$ cat src/rtl/core/outcode_line_clipper_top_defines.svh
// Assertion macros for the outcode line clipper.
`ifndef OUTCODE_LINE_CLIPPER_TOP_DEFINES_SVH
`define OUTCODE_LINE_CLIPPER_TOP_DEFINES_SVH
`define OLC_ASSERT_IMP(label, clk, rst_n, a, c) \
  label: assert property (@(posedge clk) disable iff (!rst_n) (a) |-> (c)) \
    else $error("%m: label failed");
`define OLC_ASSERT_NXT(label, clk, rst_n, a, c) \
  label: assert property (@(posedge clk) disable iff (!rst_n) (a) |=> (c)) \
    else $error("%m: label failed");
`endif

$ cat src/rtl/core/olc_pkg.sv
// Shared types and constants for the outcode line clipper.
package olc_pkg;
  localparam int CoordWidth = 32;
  localparam int MaxPasses = 5;
  localparam int NumRegs = 8;
  localparam int RegIdxWidth = 3;

  localparam logic [RegIdxWidth-1:0] RegClipMinU = 3'd0;
  localparam logic [RegIdxWidth-1:0] RegClipMaxU = 3'd1;
  localparam logic [RegIdxWidth-1:0] RegClipMinV = 3'd2;
  localparam logic [RegIdxWidth-1:0] RegClipMaxV = 3'd3;
  localparam logic [RegIdxWidth-1:0] RegTestMinU = 3'd4;
  localparam logic [RegIdxWidth-1:0] RegTestMaxU = 3'd5;
  localparam logic [RegIdxWidth-1:0] RegTestMinV = 3'd6;
  localparam logic [RegIdxWidth-1:0] RegTestMaxV = 3'd7;

  localparam int OcLeft = 0;
  localparam int OcBelow = 1;
  localparam int OcRight = 2;
  localparam int OcAbove = 3;

  typedef enum logic [2:0] {
    BK_IDLE,
    BK_EVAL,
    BK_MUL,
    BK_DIV,
    BK_APPLY,
    BK_DONE
  } bk_state_t;
endpackage

$ cat src/rtl/core/olc_front.sv
// Front end: computes the end-point outcode and pushes classified segments into a queue.
module olc_front #(
  parameter int COORD_WIDTH = olc_pkg::CoordWidth
) (
  input  logic                          clk,
  input  logic                          rst_n,
  input  logic                          in_valid,
  output logic                          in_ready,
  input  logic signed [COORD_WIDTH-1:0] in_x1,
  input  logic signed [COORD_WIDTH-1:0] in_y1,
  input  logic signed [COORD_WIDTH-1:0] in_x2,
  input  logic signed [COORD_WIDTH-1:0] in_y2,
  input  logic signed [COORD_WIDTH-1:0] t_min_u,
  input  logic signed [COORD_WIDTH-1:0] t_max_u,
  input  logic signed [COORD_WIDTH-1:0] t_min_v,
  input  logic signed [COORD_WIDTH-1:0] t_max_v,
  output logic                          q_valid,
  input  logic                          q_ready,
  output logic signed [COORD_WIDTH-1:0] q_x1,
  output logic signed [COORD_WIDTH-1:0] q_y1,
  output logic signed [COORD_WIDTH-1:0] q_x2,
  output logic signed [COORD_WIDTH-1:0] q_y2,
  output logic [3:0]                    q_c2
);
  localparam int Depth = 2;
  localparam int PW = 4 * COORD_WIDTH + 4;

  logic [PW-1:0] mem_r [Depth];
  logic          wp_r, rp_r;
  logic [1:0]    cnt_r;
  logic [3:0]    c2;
  logic          push, pop;

  always_comb begin
    c2 = 4'd0;
    c2[olc_pkg::OcLeft]  = in_x2 < t_min_u;
    c2[olc_pkg::OcBelow] = in_y2 < t_min_v;
    c2[olc_pkg::OcRight] = in_x2 > t_max_u;
    c2[olc_pkg::OcAbove] = in_y2 > t_max_v;
  end

  assign in_ready = cnt_r != 2'(Depth);
  assign push = in_valid && in_ready;
  assign q_valid = cnt_r != 2'd0;
  assign pop = q_valid && q_ready;
  assign {q_x1, q_y1, q_x2, q_y2, q_c2} = mem_r[rp_r];

  always_ff @(posedge clk) begin
    if (push) begin
      mem_r[wp_r] <= {in_x1, in_y1, in_x2, in_y2, c2};
    end
  end

  always_ff @(posedge clk) begin
    if (!rst_n) begin
      wp_r <= 1'b0;
      rp_r <= 1'b0;
      cnt_r <= 2'd0;
    end else begin
      if (push) wp_r <= ~wp_r;
      if (pop) rp_r <= ~rp_r;
      cnt_r <= cnt_r + 2'(push) - 2'(pop);
    end
  end
endmodule

$ cat config.mk
export PLATFORM = sky130hd
export DESIGN_NAME = olc_front
export DESIGN_NICKNAME = d
export VERILOG_FILES = /design/src/rtl/core/outcode_line_clipper_top_defines.svh /design/src/rtl/core/olc_pkg.sv /design/src/rtl/core/olc_front.sv
export SDC_FILE = /design/constraint.sdc
export NUM_CORES = 1
export LEC_CHECK = 0
export BUFFER_PORTS_ARGS = -buffer_cell sky130_fd_sc_hd__buf_2
export CORE_MARGIN = 5
export CORE_UTILIZATION = 35
export CTS_CLUSTER_DIAMETER = 60
export DETAILED_ROUTE_END_ITERATION = 7
export PLACE_DENSITY = 0.56
export SETUP_SLACK_MARGIN = 0.05
export SLEW_MARGIN = 20
export SYNTH_ARGS = -nofsm -noshare
export SYNTH_HDL_FRONTEND = slang
export SYNTH_SLANG_ARGS = --single-unit
$ cat constraint.sdc
create_clock -name clk -period 13.7 [get_ports clk]
set_input_delay 2.74 -clock clk [delete_from_list [all_inputs] [get_ports clk]]
set_output_delay 2.74 -clock clk [all_outputs]
set_load 0.02 [all_outputs]
==> metrics <==
RSZ-0062 raised after global routing=false; Slew Viols, Final=0; CP endpoint kind=primary output; cts bufs inserted=34; Post-Route Utilization=0.4520; share of Yosys cell area claimed by the top area cell type=0.6135; fmax=177.4 MHz; number of enable flip-flop cells after synthesis=264; register area=8031 um^2; CP max FO=68; Die ar.=40,860 um^2; skew final=0.01007 ns; CTS Root Buffer Type=clkbuf_16; core footprint=36,520 um^2; routed via count=8,552; CP Class=reg2out; Clock Path Buffers=3; row count=70; dpl ws=8.501 ns; vias in the first global route=8,829; CTS clk-pin slew, worst paths=0.05 ns; mean area per synthesized cell=14.62 um^2; GRT Total Usage=0.1632; Post-CTS Setup Inserts=0; period utilization=0.4115; slowest CP cell=dfxtp_4; Hold Vio Cnt, Final=0; Synth Cell Area=12,920 um^2; via/cell ratio=4.764; area of the multi-input gates=4345 um^2; fin cells=1,795; DP HPWL=26.89 mm; GPL Wtd Cong=0.8689; asr flop ratio synth=0; dpl cell area=15,460 um^2; Max-cap violations=0; R2R Setup Slk=11.29 ns; Syn Nets=1,272; Startpoint Class=flip-flop; final hold slack=0.5510 ns; io pins=394; final setup fails=0; post-CTS resize count=0; CTS tree=yes; drt wl/cell=19.26 um; drt initial violations=306; drt pass-1 iters=4; post-synthesis sequential area ratio=0.6212; first-pass GRT wire length=51.63 mm; worst r2r dst=mem_r[0][59]; Hold Path Class=reg2reg; Hold EP=rp_r; CP Data Arrival Time=2.90 ns; layout cell share with drive strength beyond 1=0.4430; Placed Cells incl. Taps=1,735; Reg-to-Reg Start=cnt_r[0]; layout net count=1,691; design area=16,510 um^2; dominant synthesized flop cell=edfxtp_1; Routed WL=34.56 mm; Yosys cell types=42; CP required=10.96 ns; leakage power=7.193 nW; Setup WS post-layout=8.063 ns; FF+latch count, synth=269; Max H-tree Level=2; commonest cells after routing, fill and taps aside=393 x buf_2, 264 x edfxtp_1, 132 x inv_1, 132 x mux2_2, 128 x ha_1; fin crit period=5.637 ns; initial antenna violation count=4; worst r2r path cells=4; outcome=completed; PwrDens=155.7 nW/um^2; Hold Crit Start=rp_r; commonest non-fill, non-tap cell in the layout=buf_2; Die H=202.2 um; total gr overflow=0; Layout area overhead=27.74%; Synth Instances=884; PortBufs=393; largest net degree at the start of global routing=71; DRC=0; clock sinks=269; total power=2.570 mW; crit-path cells=buf_4, mux2_2, buf_2; Initial Util=0.3538; Final TNS setup=0 ns; DIE WIDTH=202.2 um; leading area contributor after synthesis=edfxtp_1; slew margin rel.=0.3467; IR drop worst, VDD=68.02 uV; Tightest Pin Transition=0.9800 ns; Filler cells=3,345; Post-DRT Antenna Nets=0; top cells by area, synth=edfxtp_1 61%, ha_1 12%, mux2_2 12%; CP peak stage delay=0.94 ns; hold path cells=2; CTS Hold Bufs=0; Ys Warns=0; Worst-Skew Late Latency=0.50 ns
==> layout make-up <==
cell class	instances	share of cell area
multi-input combinational	468	0.2632
clock inverter	15	0.007504
inverter	132	0.03002
clock buffer	43	0.05548
antenna	2	0.0003032
sequential	269	0.4865
tap	468	0.03547
timing repair buffer	398	0.1214
==> kinds of logic after synthesis <==
family          synth area share
mux                       0.1166
buf+inv                  0.04347
flops                     0.6212
compound gates           0.05296
fa+ha+maj                 0.1239
simple gates             0.03980
xor+xnor                0.002034
==> worst max-delay path, delay by kind of cell (launching register included) <==
kind     cells  cell delay [ns]
buf+inv      2             0.92
flops        1             0.94
mux          1             0.42
==> power breakdown <==
group / switching (mW) / total, mW / internal [mW]
Combinational: 0.398 / 0.673 / 0.275
Sequential: 0.0497 / 1.07 / 1.02
Clock: 0.328 / 0.823 / 0.495
Total: 0.775 / 2.57 / 1.79
==> registers in the layout (all words and copies together) (netlist names), named ones only <==
name / cells
wp_r: 1
rp_r: 1
cnt_r: 2
mem_r: 264
==> routing by layer <==
layer  vias to the layer above  routed length (um)  GRT usage
met2                       338               16190     0.2706
met4                         6                 680    0.03855
met3                        46                3112    0.05599
met5                         -                  33          0
met1                      4029               14550     0.2072
li1                       4133                   -          -
==> cells in the mapped netlist, drive strengths merged (4+ instances only) <==
cell type / count
a21o: 16
a21oi: 46
a41oi: 4
and2: 4
buf: 13
dfxtp: 5
edfxtp: 264
ha: 128
inv: 132
mux2: 132
nand2: 22
nand3: 10
nand4: 25
nor2: 11
nor2b: 6
nor4: 6
o21ai: 17
o31ai: 4
==> worst max path at each step <==
| stage | end | startpoint |
|---|---|---|
| final | q_x2[17] | flip-flop |
| after global routing | q_y1[8] | flip-flop |
| after CTS | q_y1[8] | flip-flop |
| after detailed placement | q_y1[8] | flip-flop |
| after global placement | q_x2[21] | flip-flop |
| after floorplan | mem_r[0][0] | in_valid |
No activity file was read; power rests on OpenSTA's default activity.
