## src/rtl/core/outcode_line_clipper_top_defines.svh

```systemverilog
// Assertion macros for the outcode line clipper.
`ifndef OUTCODE_LINE_CLIPPER_TOP_DEFINES_SVH
`define OUTCODE_LINE_CLIPPER_TOP_DEFINES_SVH
`define OLC_ASSERT_IMP(label, clk, rst_n, a, c) \
  label: assert property (@(posedge clk) disable iff (!rst_n) (a) |-> (c)) \
    else $error("%m: label failed");
`define OLC_ASSERT_NXT(label, clk, rst_n, a, c) \
  label: assert property (@(posedge clk) disable iff (!rst_n) (a) |=> (c)) \
    else $error("%m: label failed");
`endif

```

## src/rtl/core/olc_pkg.sv

```systemverilog
// Shared types and constants for the outcode line clipper.
package olc_pkg;
  localparam int CoordWidth = 32;
  localparam int MaxPasses = 5;
  localparam int NumRegs = 8;
  localparam int RegIdxWidth = 3;

  localparam logic [RegIdxWidth-1:0] RegClipMinU = 3'd0;
  localparam logic [RegIdxWidth-1:0] RegClipMaxU = 3'd1;
  localparam logic [RegIdxWidth-1:0] RegClipMinV = 3'd2;
  localparam logic [RegIdxWidth-1:0] RegClipMaxV = 3'd3;
  localparam logic [RegIdxWidth-1:0] RegTestMinU = 3'd4;
  localparam logic [RegIdxWidth-1:0] RegTestMaxU = 3'd5;
  localparam logic [RegIdxWidth-1:0] RegTestMinV = 3'd6;
  localparam logic [RegIdxWidth-1:0] RegTestMaxV = 3'd7;

  localparam int OcLeft = 0;
  localparam int OcBelow = 1;
  localparam int OcRight = 2;
  localparam int OcAbove = 3;

  typedef enum logic [2:0] {
    BK_IDLE,
    BK_EVAL,
    BK_MUL,
    BK_DIV,
    BK_APPLY,
    BK_DONE
  } bk_state_t;
endpackage

```

## src/rtl/core/olc_div.sv

```systemverilog
// Serial restoring divider, one quotient bit per cycle.
module olc_div #(
  parameter int NW = 64,
  parameter int DW = 33
) (
  input  logic          clk,
  input  logic          rst_n,
  input  logic          start,
  input  logic [NW-1:0] num,
  input  logic [DW-1:0] den,
  output logic          busy,
  output logic [NW-1:0] quo
);
  localparam int CW = $clog2(NW + 1);

  logic [NW-1:0] q_r;
  logic [DW-1:0] rem_r;
  logic [DW-1:0] d_r;
  logic [CW-1:0] cnt_r;
  logic [DW:0]   sh;
  logic          ge;

  assign sh = {rem_r, q_r[NW-1]};
  assign ge = sh >= {1'b0, d_r};
  assign busy = cnt_r != '0;
  assign quo = q_r;

  always_ff @(posedge clk) begin
    if (start) begin
      q_r <= num;
      rem_r <= '0;
      d_r <= den;
    end else if (busy) begin
      rem_r <= ge ? DW'(sh - {1'b0, d_r}) : sh[DW-1:0];
      q_r <= {q_r[NW-2:0], ge};
    end
  end

  always_ff @(posedge clk) begin
    if (!rst_n) begin
      cnt_r <= '0;
    end else if (start) begin
      cnt_r <= CW'(NW);
    end else if (busy) begin
      cnt_r <= cnt_r - 1'b1;
    end
  end
endmodule

```

## src/rtl/core/olc_back.sv

```systemverilog
// Back end: runs clip passes on one segment and holds the result.
`include "outcode_line_clipper_top_defines.svh"
module olc_back #(
  parameter int COORD_WIDTH = olc_pkg::CoordWidth,
  parameter int MAX_PASSES  = olc_pkg::MaxPasses
) (
  input  logic                          clk,
  input  logic                          rst_n,
  input  logic                          q_valid,
  output logic                          q_ready,
  input  logic signed [COORD_WIDTH-1:0] q_x1,
  input  logic signed [COORD_WIDTH-1:0] q_y1,
  input  logic signed [COORD_WIDTH-1:0] q_x2,
  input  logic signed [COORD_WIDTH-1:0] q_y2,
  input  logic [3:0]                    q_c2,
  input  logic signed [COORD_WIDTH-1:0] regs [olc_pkg::NumRegs],
  output logic                          out_valid,
  input  logic                          out_ready,
  output logic signed [COORD_WIDTH-1:0] out_x1,
  output logic signed [COORD_WIDTH-1:0] out_y1,
  output logic signed [COORD_WIDTH-1:0] out_x2,
  output logic signed [COORD_WIDTH-1:0] out_y2,
  output logic                          out_vis
);
  localparam int W = COORD_WIDTH;
  localparam int DW = W + 1;
  localparam int PW = 2 * DW;
  localparam int NW = 64;
  localparam int PC = $clog2(MAX_PASSES + 1);
  localparam logic signed [W+1:0] SatMax = (W+2)'((64'sd1 <<< (W - 1)) - 1);
  localparam logic signed [W+1:0] SatMin = -SatMax - 1;
  localparam logic [NW-1:0] QLim = NW'(65'd1 << W);

  olc_pkg::bk_state_t st_r, st_nxt;
  logic signed [W-1:0] x1_r, y1_r, x2_r, y2_r;
  logic [3:0]          c1_r, c2_r;
  logic                sw_r, vis_r, ov_r;
  logic [PC-1:0]       pass_r;
  logic [DW-1:0]       ma_r, mb_r, md_r;
  logic                neg_r, zero_r, ymove_r;
  logic signed [W-1:0] edge_r;
  logic [PW-1:0]       prod;
  logic                dstart, dbusy;
  logic [NW-1:0]       dquo;

  logic [3:0]          c1n;
  logic                ins, outs, swp;
  logic signed [W-1:0] px1, py1, px2, py2;
  logic [3:0]          pc1, pc2;
  logic signed [W:0]   da, db, dd;
  logic [NW-1:0]       num, q;
  logic signed [W+1:0] base, sum, satv;

  function automatic logic [3:0] ocode(input logic signed [W-1:0] x, y,
                                       input logic signed [W-1:0] mnu, mxu, mnv, mxv);
    logic [3:0] c;
    c = 4'd0;
    c[olc_pkg::OcLeft] = x < mnu;
    c[olc_pkg::OcBelow] = y < mnv;
    c[olc_pkg::OcRight] = x > mxu;
    c[olc_pkg::OcAbove] = y > mxv;
    return c;
  endfunction

  function automatic logic [DW-1:0] mg(input logic signed [W:0] v);
    return v[W] ? DW'(-v) : DW'(v);
  endfunction

  assign ins = (c1_r | c2_r) == 4'd0;
  assign outs = (c1_r & c2_r) != 4'd0;
  assign swp = c1_r == 4'd0;
  assign px1 = swp ? x2_r : x1_r;
  assign py1 = swp ? y2_r : y1_r;
  assign px2 = swp ? x1_r : x2_r;
  assign py2 = swp ? y1_r : y2_r;
  assign pc1 = swp ? c2_r : c1_r;
  assign pc2 = swp ? c1_r : c2_r;

  always_comb begin
    logic signed [W-1:0] e;
    e = regs[olc_pkg::RegClipMaxV];
    if (pc1[olc_pkg::OcLeft]) e = regs[olc_pkg::RegClipMinU];
    else if (pc1[olc_pkg::OcBelow]) e = regs[olc_pkg::RegClipMinV];
    else if (pc1[olc_pkg::OcRight]) e = regs[olc_pkg::RegClipMaxU];
    if (pc1[olc_pkg::OcLeft] || (!pc1[olc_pkg::OcBelow] && pc1[olc_pkg::OcRight])) begin
      da = (W+1)'(py2) - (W+1)'(py1);
      db = (W+1)'(e) - (W+1)'(px1);
      dd = (W+1)'(px2) - (W+1)'(px1);
    end else begin
      da = (W+1)'(px2) - (W+1)'(px1);
      db = (W+1)'(e) - (W+1)'(py1);
      dd = (W+1)'(py2) - (W+1)'(py1);
    end
  end

  assign prod = ma_r * mb_r;
  assign num = (PW > NW && prod[PW-1:NW] != '0) ? '1 : NW'(prod);
  assign dstart = st_r == olc_pkg::BK_MUL;
  assign q = zero_r ? '0 : ((dquo > QLim) ? QLim : dquo);
  assign base = ymove_r ? (W+2)'(y1_r) : (W+2)'(x1_r);
  assign sum = neg_r ? base - (W+2)'(q) : base + (W+2)'(q);
  assign satv = sum > SatMax ? SatMax : (sum < SatMin ? SatMin : sum);
  assign c1n = ymove_r
    ? ocode(edge_r, W'(satv), regs[olc_pkg::RegTestMinU], regs[olc_pkg::RegTestMaxU],
            regs[olc_pkg::RegTestMinV], regs[olc_pkg::RegTestMaxV])
    : ocode(W'(satv), edge_r, regs[olc_pkg::RegTestMinU], regs[olc_pkg::RegTestMaxU],
            regs[olc_pkg::RegTestMinV], regs[olc_pkg::RegTestMaxV]);

  olc_div #(.NW(NW), .DW(DW)) u_div (
    .clk(clk), .rst_n(rst_n), .start(dstart), .num(num), .den(md_r),
    .busy(dbusy), .quo(dquo)
  );

  always_comb begin
    st_nxt = st_r;
    case (st_r)
      olc_pkg::BK_IDLE:  if (q_valid) st_nxt = olc_pkg::BK_EVAL;
      olc_pkg::BK_EVAL:  st_nxt = (ins || outs || pass_r == PC'(MAX_PASSES))
                                  ? olc_pkg::BK_DONE : olc_pkg::BK_MUL;
      olc_pkg::BK_MUL:   st_nxt = olc_pkg::BK_DIV;
      olc_pkg::BK_DIV:   if (!dbusy) st_nxt = olc_pkg::BK_APPLY;
      olc_pkg::BK_APPLY: st_nxt = olc_pkg::BK_EVAL;
      olc_pkg::BK_DONE:  if (!ov_r || out_ready) st_nxt = olc_pkg::BK_IDLE;
      default:           st_nxt = olc_pkg::BK_IDLE;
    endcase
  end

  always_comb begin
    q_ready = st_r == olc_pkg::BK_IDLE;
  end

  always_ff @(posedge clk) begin
    if (!rst_n) begin
      st_r <= olc_pkg::BK_IDLE;
    end else begin
      st_r <= st_nxt;
    end
  end

  always_ff @(posedge clk) begin
    case (st_r)
      olc_pkg::BK_IDLE: begin
        x1_r <= q_x1;
        y1_r <= q_y1;
        x2_r <= q_x2;
        y2_r <= q_y2;
        c2_r <= q_c2;
        c1_r <= ocode(q_x1, q_y1, regs[olc_pkg::RegTestMinU],
                      regs[olc_pkg::RegTestMaxU], regs[olc_pkg::RegTestMinV],
                      regs[olc_pkg::RegTestMaxV]);
        sw_r <= 1'b0;
        pass_r <= '0;
      end
      olc_pkg::BK_EVAL: begin
        if (!(ins || outs || pass_r == PC'(MAX_PASSES))) begin
          x1_r <= px1;
          y1_r <= py1;
          x2_r <= px2;
          y2_r <= py2;
          c1_r <= pc1;
          c2_r <= pc2;
          sw_r <= sw_r ^ swp;
          ma_r <= mg(da);
          mb_r <= mg(db);
          md_r <= mg(dd);
          neg_r <= (da[W] ^ db[W]) ^ dd[W];
          zero_r <= dd == '0;
          ymove_r <= pc1[olc_pkg::OcLeft] ||
                     (!pc1[olc_pkg::OcBelow] && pc1[olc_pkg::OcRight]);
          edge_r <= W'(db + (pc1[olc_pkg::OcLeft] ||
                     (!pc1[olc_pkg::OcBelow] && pc1[olc_pkg::OcRight])
                     ? (W+1)'(px1) : (W+1)'(py1)));
        end
      end
      olc_pkg::BK_APPLY: begin
        if (ymove_r) begin
          x1_r <= edge_r;
          y1_r <= W'(satv);
        end else begin
          x1_r <= W'(satv);
          y1_r <= edge_r;
        end
        c1_r <= c1n;
        pass_r <= pass_r + 1'b1;
      end
      default: ;
    endcase
  end

  always_ff @(posedge clk) begin
    if (!rst_n) begin
      ov_r <= 1'b0;
    end else if (st_r == olc_pkg::BK_DONE && (!ov_r || out_ready)) begin
      ov_r <= 1'b1;
    end else if (out_ready) begin
      ov_r <= 1'b0;
    end
  end

  always_ff @(posedge clk) begin
    if (st_r == olc_pkg::BK_DONE && (!ov_r || out_ready)) begin
      out_x1 <= sw_r ? x2_r : x1_r;
      out_y1 <= sw_r ? y2_r : y1_r;
      out_x2 <= sw_r ? x1_r : x2_r;
      out_y2 <= sw_r ? y1_r : y2_r;
      vis_r <= ins;
    end
  end

  assign out_valid = ov_r;
  assign out_vis = vis_r;

  `OLC_ASSERT_IMP(a_pass_bound, clk, rst_n, st_r == olc_pkg::BK_MUL, pass_r < PC'(MAX_PASSES))
  `OLC_ASSERT_NXT(a_mul_div, clk, rst_n, st_r == olc_pkg::BK_MUL, dbusy)
  `OLC_ASSERT_IMP(a_pop_idle, clk, rst_n, q_ready, st_r == olc_pkg::BK_IDLE)
  `OLC_ASSERT_NXT(a_hold_out, clk, rst_n, out_valid && !out_ready, out_valid && $stable(out_x1))
endmodule

```

## config.mk

```make
export PLATFORM = sky130hd
export DESIGN_NAME = olc_back
export DESIGN_NICKNAME = d
export VERILOG_FILES = /design/src/rtl/core/olc_pkg.sv /design/src/rtl/core/olc_div.sv /design/src/rtl/core/olc_back.sv
export VERILOG_INCLUDE_DIRS = /design/src /design/src/rtl/core
export SDC_FILE = /design/constraint.sdc
export NUM_CORES = 2
export LEC_CHECK = 0
export ABC_AREA = 1
export ABC_CLOCK_PERIOD_IN_PS = 11500
export BUFFER_PORTS_ARGS = -buffer_cell sky130_fd_sc_hd__buf_2
export CORE_UTILIZATION = 30
export CTS_CLUSTER_DIAMETER = 150
export DETAILED_ROUTE_END_ITERATION = 8
export PLACE_DENSITY = 0.53
export RECOVER_POWER = 50
export SLEW_MARGIN = 15
export SYNTH_ARGS = -nofsm -noshare
export SYNTH_HDL_FRONTEND = slang
export SYNTH_HIERARCHICAL = 1
export SYNTH_SLANG_ARGS = --single-unit
```

## constraint.sdc

```tcl
create_clock -name clk -period 11.5 [get_ports clk]
set_input_delay 2.3 -clock clk [delete_from_list [all_inputs] [get_ports clk]]
set_output_delay 2.3 -clock clk [all_outputs]
set_load 0.02 [all_outputs]
```

==> metrics <==
Post-synth EDFFs 500; Post-synth top flop edfxtp_1; chip width 536.8 µm; failing checks max-capacitance violations, max-slew violations; RSZ-0062 raised after global routing false; final setup TNS 0 ps; status finished, violations left; Post-CTS Setup Inserts 0; detailed-route vias per instance 4.896; Worst setup EP type flip-flop; sequential cell area fraction in the yosys report 18.53%; total track usage 22.90%; I/O Pins 523; post-route antenna net violation count 0; element type at the critical path start flip-flop; asr flop ratio synth 0%; CP most frequent cell nand2_1; fin worst setup slack 1128 ps; Resize count post-CTS 0; clock skew 59.54 ps; Worst Path Arrival 10800 ps; row cnt 195; share of layout cells above drive strength 1 8.053%; Worst Path Max Fanout 42; Yosys cell types 76; Period minus WS final 10370 ps; largest net degree at the start of global routing 173; overall routed net length 330800 µm; wire length of the first global-routing pass 492400 µm; Worst Tran Pin Value 7448 ps; post-synthesis cell count 11380; GRT Residual Overflow 0; CP required 11930 ps; pre-CTS setup slack 1786 ps; Worst-Skew Late Latency 710 ps; Rel. slew slack -396.5%; Area growth, synth to finish 10.06%; crit-path max cell delay 1950 ps; final hold violations 0; Syn Area/Cell 7.543 µm²; Slew Viols, Final 631; Initial DRC Count 6339; Yosys reg bits 544; Num Clock Sinks 544; Max clock buf depth 3; Initial Util 30.29%; die area 288100 µm²; DR vias 75590; leading cell type in the layout, fill and taps excluded nand2_1; fin nets 13760; CORE AREA 283300 µm²; commonest cells after routing, fill and taps aside 3125 x nand2_1, 2273 x inv_1, 961 x fa_1; cts bufs inserted 68; clock root buffer master clkbuf_16; hold_buf cts 0; vias in the first global route 74350; DR pass1 iterations 6; routed len/inst 21.42 µm; syn_nets 13510; DRC 0; initial antenna violation count 23; final setup vio count 0; CTS H-Tree Depth 3; Max-Cap Viols 12; Clk pin slew, worst setup/hold paths 70 ps; Chip Height 536.8 µm; final core occ 33.33%; I/O Buffers 522; Min-Delay Path Class flip-flop to flip-flop; CTS tree done; period utilization 90.19%; CP Class flip-flop to flip-flop; R2R setup slack 1130 ps; Max Fclk 0.09641 GHz; RD Place Congestion 0.9991; Yosys Warn Count 6; Post-Syn Area 85800 µm²; CP max-delay cell o21ai_0; HPWL Detailed 273000 µm
flip-flops by register name, indices dropped and copies added, names as in the netlist, 33 cells and up:
name and flops:
u_div/rem_r 33, md_r 33, u_div/d_r 33, ma_r 33
mb_r 33, u_div/quo 64
through the flow:
step / cell area [µm²] / hold WS [ps] / cells
after floorplan: 85800 / 400.3 / 11380
after global placement: 92250 / 402.4 / 15300
after detailed placement: 92250 / 404.5 / 15300
after CTS: 94510 / 416.8 / 15430
after global routing: 94400 / 419.9 / 15430
final: 94420 / 411.3 / 15440
layout make-up:
cell class	instances	area (µm²)
Clock buffer	84	1792
Fill cell	30330	188800
Timing Repair Buffer	669	3724
Antenna cell	12	30.03
Inverter	2310	8675
Sequential cell	544	15900
Tap cell	3743	4683
Multi-Input combinational cell	8036	59150
Clock inverter	42	475.5
cell usage after synthesis (all sizes together), types with 21 or more instances:
cell,instances,share of area [%]
ha,781,11
nand4,78,0.58
nor3,81,0.51
edfxtp,500,18
o211ai,92,0.81
or2,28,0.20
o21ai,679,4.0
inv,2303,10
o21bai,22,0.21
a21o,22,0.19
a211oi,39,0.35
buf,77,0.67
fa,961,22
a21oi,535,3.2
xnor2,128,1.3
nor4,22,0.16
nand3b,80,0.70
xor2,269,2.8
o2111ai,21,0.21
nor2,592,2.7
nand2,3176,14
dfxtp,44,1.0
nand3,271,1.7
clkbuf,407,1.8
a31oi,48,0.35
critical path: cells and delay by family, from the launching register on:
kind	cells	cell delay, ps
simple gates	18	1920
xor+xnor	2	920
fa+ha+maj	2	800
flops	1	630
buf+inv	4	1070
compound gates	11	4690
path summary, 6_finish.rpt:
path	start	to	cells past startpoint
worst max-delay path	c1_r[2]$_DFFE_PP_	edge_r[28]$_DFFE_PP_	37
worst max register to register	c1_r[2]$_DFFE_PP_	edge_r[28]$_DFFE_PP_	37
worst min register to register	md_r[16]$_DFFE_PP_	u_div/d_r[16]$_DFFE_PP_	0
worst min-delay path	md_r[16]$_DFFE_PP_	u_div/d_r[16]$_DFFE_PP_	0
metal layers:
layer | wire (µm) | global-route usage [%] | up-vias | part of all wire, %
met5 | 57 | 0 | - | 0.017
met4 | 17540 | 10.35 | 10 | 5.3
met3 | 19740 | 2.431 | 460 | 6.0
met2 | 150400 | 37.28 | 2682 | 45
met1 | 143000 | 30.54 | 36490 | 43
li1 | - | - | 35950 | -
kinds of logic (layout without fill, tap and decap cells):
group	after synthesis	in the layout	share of synthesized area [%]
compound gates	1548	1548	10.19
xor+xnor	397	397	4.061
fa+ha+maj	1742	1742	33.81
buf+inv	2795	3105	12.57
flops	544	544	18.53
mux	2	2	0.02479
other cells	0	12	0
simple gates	4347	4347	20.82
Power is left out: the tool's default activity adds up to more than one toggle a clock period on the data nets, which glitch-free logic cannot reach.
